### config.mk
export PLATFORM = sky130hd
export DESIGN_NAME = reply_frame_table
export DESIGN_NICKNAME = d
export VERILOG_FILES = /design/src/sv/rft_pkg.sv /design/src/sv/reply_frame_table.sv /design/src/sv/rft_ram.sv /design/src/sv/rft_ctrl.sv /design/src/sv/rft_dp.sv
export SDC_FILE = /design/constraint.sdc
export NUM_CORES = 1
export LEC_CHECK = 0
export BUFFER_PORTS_ARGS = -buffer_cell sky130_fd_sc_hd__buf_2
export CORE_UTILIZATION = 49
export DETAILED_ROUTE_END_ITERATION = 10
export HOLD_SLACK_MARGIN = 0.15
export PLACE_DENSITY_LB_ADDON = 0.12
export SLEW_MARGIN = 30
export SYNTH_ARGS = -nofsm -noshare
export SYNTH_HDL_FRONTEND = slang
export SYNTH_SLANG_ARGS = --single-unit
export TNS_END_PERCENT = 100
### constraint.sdc
create_clock -name clk_i -period 4.4 [get_ports clk_i]
set_input_delay 0.22 -clock clk_i [delete_from_list [all_inputs] [get_ports clk_i]]
set_output_delay 0.22 -clock clk_i [all_outputs]
set_load 0.02 [all_outputs]
### src/sv/rft_pkg.sv
package rft_pkg;

  localparam logic [7:0] STATUS_GOOD = 8'h00;
  localparam logic [7:0] STATUS_BAD  = 8'hFF;

  typedef enum logic [1:0] {
    OP_STORE  = 2'd0,
    OP_INVAL  = 2'd1,
    OP_SEARCH = 2'd2,
    OP_NONE   = 2'd3
  } op_e;

  typedef struct packed {
    logic store;
    logic inval;
    logic start;
    logic scan_adv;
    logic res_load;
    logic res_hit;
    logic out_load;
  } cmd_t;

  typedef struct packed {
    logic fill_zero;
    logic hit;
    logic last;
  } sts_t;

endpackage

### src/sv/reply_frame_table.sv
// Store and invalidate: no result, one per cycle while no search is in progress.
// Search: result registered on the first hit, or as a miss after the last filled slot.
// The scan reads one slot per cycle from the type and status RAMs; a search
// holds the input until its result enters the output register.
// Reset (async, active low) clears fill count, write slot and handshake
// state; table contents stay undefined until written.
module reply_frame_table import rft_pkg::*; #(
  parameter int unsigned TABLE_DEPTH = 16
) (
  input  logic       clk_i,
  input  logic       rst_ni,
  input  logic       in_valid_i,
  output logic       in_stall_o,
  input  logic [1:0] op_i,
  input  logic [7:0] entry_type_i,
  input  logic [7:0] entry_status_i,
  input  logic [3:0] slot_index_i,
  input  logic [7:0] search_key_i,
  input  logic       compare_mode_i,
  output logic       out_valid_o,
  input  logic       out_stall_i,
  output logic       found_o,
  output logic [3:0] found_slot_o
);

  cmd_t cmd;
  sts_t sts;

  rft_ctrl u_ctrl (
    .clk_i       (clk_i),
    .rst_ni      (rst_ni),
    .in_valid_i  (in_valid_i),
    .in_stall_o  (in_stall_o),
    .op_i        (op_i),
    .out_valid_o (out_valid_o),
    .out_stall_i (out_stall_i),
    .cmd_o       (cmd),
    .sts_i       (sts)
  );

  rft_dp #(.TableDepth(TABLE_DEPTH)) u_dp (
    .clk_i          (clk_i),
    .rst_ni         (rst_ni),
    .entry_type_i   (entry_type_i),
    .entry_status_i (entry_status_i),
    .slot_index_i   (slot_index_i),
    .search_key_i   (search_key_i),
    .compare_mode_i (compare_mode_i),
    .cmd_i          (cmd),
    .sts_o          (sts),
    .found_o        (found_o),
    .found_slot_o   (found_slot_o)
  );

endmodule

### src/sv/rft_ram.sv
module rft_ram #(
  parameter int unsigned Width = 8,
  parameter int unsigned Depth = 16,
  localparam int unsigned AddrW = (Depth > 1) ? $clog2(Depth) : 1
) (
  input  logic                   clk_i,
  input  logic                   we_i,
  input  logic [AddrW-1:0]       waddr_i,
  input  logic [Width-1:0]       wdata_i,
  input  logic                   re_i,
  input  logic [AddrW-1:0]       raddr_i,
  output logic [Width-1:0]       rdata_o
);

  logic [Width-1:0] mem_q [Depth];
  logic [Width-1:0] rdata_q;

  always_ff @(posedge clk_i) begin
    if (we_i) begin
      mem_q[waddr_i] <= wdata_i;
    end
    if (re_i) begin
      rdata_q <= mem_q[raddr_i];
    end
  end

  assign rdata_o = rdata_q;

endmodule

### src/sv/rft_ctrl.sv
module rft_ctrl import rft_pkg::*; (
  input  logic       clk_i,
  input  logic       rst_ni,
  input  logic       in_valid_i,
  output logic       in_stall_o,
  input  logic [1:0] op_i,
  output logic       out_valid_o,
  input  logic       out_stall_i,
  output cmd_t       cmd_o,
  input  sts_t       sts_i
);

  typedef enum logic [2:0] {
    S_IDLE = 3'b001,
    S_SCAN = 3'b010,
    S_PUSH = 3'b100
  } state_e;

  state_e state_q, state_d;
  logic   out_valid_q, out_valid_d;
  logic   accept;
  op_e    op;

  assign op         = op_e'(op_i);
  assign in_stall_o = (state_q != S_IDLE);
  assign accept     = in_valid_i && !in_stall_o;

  always_comb begin
    state_d = state_q;
    cmd_o   = '0;
    unique case (state_q)
      S_IDLE: begin
        if (accept) begin
          unique case (op)
            OP_STORE: cmd_o.store = 1'b1;
            OP_INVAL: cmd_o.inval = 1'b1;
            OP_SEARCH: begin
              cmd_o.start = 1'b1;
              if (sts_i.fill_zero) begin
                cmd_o.res_load = 1'b1;
                state_d        = S_PUSH;
              end else begin
                state_d = S_SCAN;
              end
            end
            default: ;
          endcase
        end
      end
      S_SCAN: begin
        if (sts_i.hit || sts_i.last) begin
          cmd_o.res_load = 1'b1;
          cmd_o.res_hit  = sts_i.hit;
          state_d        = S_PUSH;
        end else begin
          cmd_o.scan_adv = 1'b1;
        end
      end
      S_PUSH: begin
        if (!out_valid_q || !out_stall_i) begin
          cmd_o.out_load = 1'b1;
          state_d        = S_IDLE;
        end
      end
      default: state_d = S_IDLE;
    endcase
  end

  always_comb begin
    out_valid_d = out_valid_q;
    if (out_valid_q && !out_stall_i) begin
      out_valid_d = 1'b0;
    end
    if (cmd_o.out_load) begin
      out_valid_d = 1'b1;
    end
  end

  always_ff @(posedge clk_i or negedge rst_ni) begin
    if (!rst_ni) begin
      state_q     <= S_IDLE;
      out_valid_q <= 1'b0;
    end else begin
      state_q     <= state_d;
      out_valid_q <= out_valid_d;
    end
  end

  assign out_valid_o = out_valid_q;

  a_no_overwrite: assert property (@(posedge clk_i) disable iff (!rst_ni)
    cmd_o.out_load |-> !(out_valid_q && out_stall_i))
    else $error("result overwritten while held");

  a_scan_exit: assert property (@(posedge clk_i) disable iff (!rst_ni)
    (state_q == S_SCAN) |=> (state_q == S_SCAN || state_q == S_PUSH))
    else $error("scan left without pushing a result");

  a_search_busy: assert property (@(posedge clk_i) disable iff (!rst_ni)
    (accept && op == OP_SEARCH) |=> (state_q != S_IDLE))
    else $error("search accepted without work");

  a_push_valid: assert property (@(posedge clk_i) disable iff (!rst_ni)
    cmd_o.out_load |=> out_valid_q)
    else $error("pushed result not presented");

endmodule

### src/sv/rft_dp.sv
module rft_dp import rft_pkg::*; #(
  parameter int unsigned TableDepth = 16
) (
  input  logic       clk_i,
  input  logic       rst_ni,
  input  logic [7:0] entry_type_i,
  input  logic [7:0] entry_status_i,
  input  logic [3:0] slot_index_i,
  input  logic [7:0] search_key_i,
  input  logic       compare_mode_i,
  input  cmd_t       cmd_i,
  output sts_t       sts_o,
  output logic       found_o,
  output logic [3:0] found_slot_o
);

  localparam int unsigned AW = (TableDepth > 1) ? $clog2(TableDepth) : 1;
  localparam int unsigned FW = $clog2(TableDepth + 1);
  localparam logic [AW-1:0] LastSlot = AW'(TableDepth - 1);
  localparam logic [FW-1:0] FullCount = FW'(TableDepth);

  logic [AW-1:0] write_slot_q, write_slot_d;
  logic [FW-1:0] fill_q, fill_d;
  logic [AW-1:0] chk_idx_q;
  logic [7:0]    key_q;
  logic          mode_q;
  logic          res_found_q;
  logic [3:0]    res_slot_q;
  logic          found_q;
  logic [3:0]    found_slot_q;

  logic          inval_ok;
  logic          type_we, status_we;
  logic [AW-1:0] status_waddr;
  logic [7:0]    status_wdata;
  logic          rd_en;
  logic [AW-1:0] rd_addr;
  logic [7:0]    type_rd, status_rd;
  logic          match;

  assign inval_ok     = (9'(slot_index_i) < 9'(TableDepth));
  assign type_we      = cmd_i.store;
  assign status_we    = cmd_i.store || (cmd_i.inval && inval_ok);
  assign status_waddr = cmd_i.store ? write_slot_q : AW'(slot_index_i);
  assign status_wdata = cmd_i.store ? entry_status_i : STATUS_BAD;
  assign rd_en        = cmd_i.start || cmd_i.scan_adv;
  assign rd_addr      = cmd_i.start ? '0 : AW'(chk_idx_q + AW'(1));

  rft_ram #(.Width(8), .Depth(TableDepth)) u_type_ram (
    .clk_i   (clk_i),
    .we_i    (type_we),
    .waddr_i (write_slot_q),
    .wdata_i (entry_type_i),
    .re_i    (rd_en),
    .raddr_i (rd_addr),
    .rdata_o (type_rd)
  );

  rft_ram #(.Width(8), .Depth(TableDepth)) u_status_ram (
    .clk_i   (clk_i),
    .we_i    (status_we),
    .waddr_i (status_waddr),
    .wdata_i (status_wdata),
    .re_i    (rd_en),
    .raddr_i (rd_addr),
    .rdata_o (status_rd)
  );

  assign match = mode_q ? (type_rd > key_q) : (type_rd == key_q);

  assign sts_o.fill_zero = (fill_q == '0);
  assign sts_o.hit       = (status_rd == STATUS_GOOD) && match;
  assign sts_o.last      = (FW'(chk_idx_q) + FW'(1) == fill_q);

  always_comb begin
    write_slot_d = write_slot_q;
    fill_d       = fill_q;
    if (cmd_i.store) begin
      write_slot_d = (write_slot_q == LastSlot) ? '0 : AW'(write_slot_q + AW'(1));
      if (fill_q != FullCount) begin
        fill_d = FW'(fill_q + FW'(1));
      end
    end
  end

  always_ff @(posedge clk_i or negedge rst_ni) begin
    if (!rst_ni) begin
      write_slot_q <= '0;
      fill_q       <= '0;
    end else begin
      write_slot_q <= write_slot_d;
      fill_q       <= fill_d;
    end
  end

  always_ff @(posedge clk_i) begin
    if (cmd_i.start) begin
      key_q     <= search_key_i;
      mode_q    <= compare_mode_i;
      chk_idx_q <= '0;
    end else if (cmd_i.scan_adv) begin
      chk_idx_q <= AW'(chk_idx_q + AW'(1));
    end
    if (cmd_i.res_load) begin
      res_found_q <= cmd_i.res_hit;
      res_slot_q  <= cmd_i.res_hit ? 4'(chk_idx_q) : 4'd0;
    end
    if (cmd_i.out_load) begin
      found_q      <= res_found_q;
      found_slot_q <= res_slot_q;
    end
  end

  assign found_o      = found_q;
  assign found_slot_o = found_slot_q;

  a_scan_in_table: assert property (@(posedge clk_i) disable iff (!rst_ni)
    cmd_i.scan_adv |-> (FW'(chk_idx_q) + FW'(1) < fill_q))
    else $error("scan ran past filled slots");

  a_fill_bound: assert property (@(posedge clk_i) disable iff (!rst_ni)
    fill_q <= FullCount)
    else $error("fill count above depth");

endmodule
==> impl_metrics.csv <==
group,metric,value,unit
synth,netlist_top_cells_count,"edfxtp_1 (291), nand2_1 (39), o21ai_0 (38), nor2_1 (36)",
layout,instances_no_fill,1158,
synth,ys_dominant_reg_cell,"edfxtp_1",
routing,via_count,6717,
worst_setup_path,startpoint_type,"register",
routing,wl_per_cell,23.5,µm
floorplanning,pin_count,42,
clock_tree,cts.sinks,308,
routing,wl_met2,12600,µm
worst_setup_path,r2r_slack,0.90,ns
clock_tree,clock_latency,0.51,ns
routing,top_layer_used,"met4",
synth,synth_area,12500,µm²
worst_hold_path,hp-class,"in2async",
worst_setup_path,cp-end-kind,"register",
clock_tree,cts_htree_levels,2,
worst_setup_path,crit_required,4.70,ns
power,total_power,7.25,mW
flow_run,maxCapViolations,0,
layout,synthToLayoutAreaGrowth,14.2,%
clock_tree,cts_tree,"yes",
synth,synth_top_cell_by_area,"edfxtp_1",
grt,grt_max_degree,41,
worst_setup_path,critPathKind,"reg2reg",
worst_setup_path,crit_chain,"nor3b_2 -> nand2_2 -> inv_2 -> or4_1 -> o22ai_1 -> o32ai_1",
sta,setup-tns-final,0,ns
sta,finalSetupViolations,0,
worst_setup_path,regToRegStartpoint,"u_ctrl.state_q[0]",
synth,ys_seq_area_share,72.9,%
routing,wl_met3,1510,µm
layout,final_nets,852,
sta,drv_slew,0,
synth,ys_seq_elements,308,
synth,netlist_instances,737,
sta,hold_viol_final,0,
routing,drt-pass1-iter-count,5,
sta,fin_skew,0.0169,ns
floorplanning,rows,58,
floorplanning,initial_core_util,49.8,%
synth,synth_top_area_share,69.6,%
synth,yosysWarnings,0,
power,power.density,506,nW/µm²
routing,wl,27200,µm
placement,numPortBuffers,41,
routing,drcViolationCount,0,
worst_setup_path,cp_slowest_cell,"or4_1",
floorplanning,core-area,25200,µm²
clock_tree,clk_pin_slew_worst_paths,0.06,ns
routing,ant_nets,0,
sta,min_period,3.50,ns
worst_setup_path,crit_arrival,3.80,ns
synth,synth_cell_type_count,60,
sta,slew_headroom,38.8,%
floorplanning,fp.dieW,162,µm
routing,routedLengthMet1,12500,µm
layout,fill_cells,1921,
clock_tree,root_buffer,"clkbuf_16",
grt,grt_pass1_vias,6763,
sta,fmaxAchievable,286,MHz
worst_setup_path,rr_endpoint,"u_dp.u_type_ram.rdata_o[2]",
grt,gr-total-overflow,0,
clock_tree,cts_inserted_buffers,34,
synth,synthArstFlopShare,4.22,%
routing,via_per_inst,5.80,
worst_setup_path,max_stage_delay,0.71,ns
placement,place_hpwl,18500,µm
sta,rsz0062_at_grt,"false",
clock_tree,clk_path_buf_depth,3,
sta,tightestPinTransition,0.914,ns
worst_setup_path,worstRegToRegCells,6,
power,p_leak,4.63,nW
grt,track_usage,21.4,%
sta,whs,0.173,ns
grt,antenna_found_initial,0,
clock_tree,cts_resized,0,
grt,grt_pass1_wl,41100,µm
synth,syn_avg_cell_area,17.0,µm²
clock_tree,cts_setup_buffers,0,
layout,drive_gt1_share,18.8,%
placement,place_inst,1077,
sta,post-route-period-util,79.5,%
placement,gp_congestion,0.921,
routing,drt_iter0_drc,563,
synth,ys_top_cells_by_area,"edfxtp_1 (70%), mux4_2 (5.9%), mux2i_1 (2.6%)",
synth,synthMostInstantiatedCell,"edfxtp_1",
synth,synth_nets,787,
layout,diodes,0,
worst_setup_path,path_max_fanout,32,
synth,synth-edff-count,291,
status,status,"finished, final reports clean",
floorplanning,chipHeight,162,µm
floorplanning,dieArea,26300,µm²
power,vdd_drop_max,0.387,mV
[layout by cell type (no fill, tap or decap), types with 19 or more instances in the layout]
master         netlist  final
mux4_2              33     33
edfxtp_1           291    291
dlygate4sd3_1        0     19
mux2i_1             33     33
clkbuf_16            0     35
o21ai_0             38     38
buf_2               10     41
o22ai_1             26     26
nand2_1             39     39
nor2_1              36     36
[area by class of cell]
class / instances / area, µm² / share of cell area [%]
tap: 330 / 413 / 2.88
sequential: 308 / 9150 / 63.8
clock inverter: 16 / 149 / 1.04
clock buffer: 46 / 947 / 6.61
multi-input combinational: 377 / 3160 / 22.1
inverter: 15 / 56.3 / 0.393
timing repair buffer: 66 / 453 / 3.16
[registers in the layout (all words and copies together) (netlist names)]
name and flops:
u_dp.write_slot_q 4, u_ctrl.out_valid_o 1, u_dp.found_slot_o 4, u_ctrl.state_q 3
u_dp.key_q 8, u_dp.res_found_q 1, u_dp.u_type_ram.mem_q 128, u_dp.res_slot_q 4
u_dp.u_status_ram.rdata_o 8, u_dp.mode_q 1, u_dp.u_type_ram.rdata_o 8, u_dp.found_o 1
u_dp.fill_q 5, u_dp.chk_idx_q 4, u_dp.u_status_ram.mem_q 128
[per-stage QoR]
| step | setup slack, ns | instance area [µm²] | util, % |
|---|---|---|---|
| global placement | 1.15 | 13000 | 51.8 |
| floorplan | 1.92 | 12500 | - |
| detailed placement | 0.956 | 13000 | 51.8 |
| global route | 0.787 | 14300 | 56.9 |
| finish | 0.900 | 14300 | 56.9 |
| CTS | 0.953 | 14300 | 56.9 |
[what timing repair did]
item | CTS | global route
hold buffers | 19 | 0
endpoints found under the setup margin | 0 | 0
hold endpoints to repair | 142 | 0
[worst max-delay path, delay by kind of cell (launching register included)]
kind / cells / cell delay [ns]
AOI/OAI and AO/OA: 2 / 0.47
buffers and inverters: 1 / 0.62
DFF: 1 / 0.55
and+or+nand+nor: 3 / 1.63
[worst max path at each step]
| stage | start | endpoint | slack, ns | cells past startpoint |
|---|---|---|---|---|
| 3_5_place_dp | u_ctrl.state_q[0] | u_dp.u_type_ram.rdata_o[2] | 0.96 | 6 |
| 6_report | u_ctrl.state_q[0] | u_dp.u_type_ram.rdata_o[2] | 0.90 | 6 |
| 5_1_grt | u_ctrl.state_q[0] | u_dp.u_status_ram.rdata_o[6] | 0.79 | 6 |
| 3_3_place_gp | u_ctrl.state_q[0] | u_dp.u_type_ram.rdata_o[7] | 1.15 | 6 |
| 2_1_floorplan | u_ctrl.state_q[0] | u_dp.u_status_ram.mem_q[12][0] | 1.92 | 8 |
| 4_1_cts | u_ctrl.state_q[0] | u_dp.u_type_ram.rdata_o[2] | 0.95 | 6 |
[cells by family after synthesis]
group,share of synthesized area (%)
buffers and inverters,1.98
xor gates and xnor gates,1.34
AOI/OAI and AO/OA,7.83
adders and majority gates,1.50
muxes,8.56
DFF,72.9
and+or+nand+nor,5.91
[power by group]
part / leakage, nW / internal, mW / switching (mW)
Sequential: 2.80 / 3.34 / 0.109
Combinational: 1.29 / 0.417 / 0.639
Clock: 0.537 / 1.64 / 1.11
[layer usage]
| metal | vias to the layer above | track usage, % |
|---|---|---|
| met5 | - | 0 |
| met4 | 0 | 6.95 |
| met3 | 44 | 3.19 |
| met2 | 220 | 32.9 |
| met1 | 3392 | 31.6 |
| li1 | 3061 | - |
Note: power is estimated with default switching activity, not from simulation.
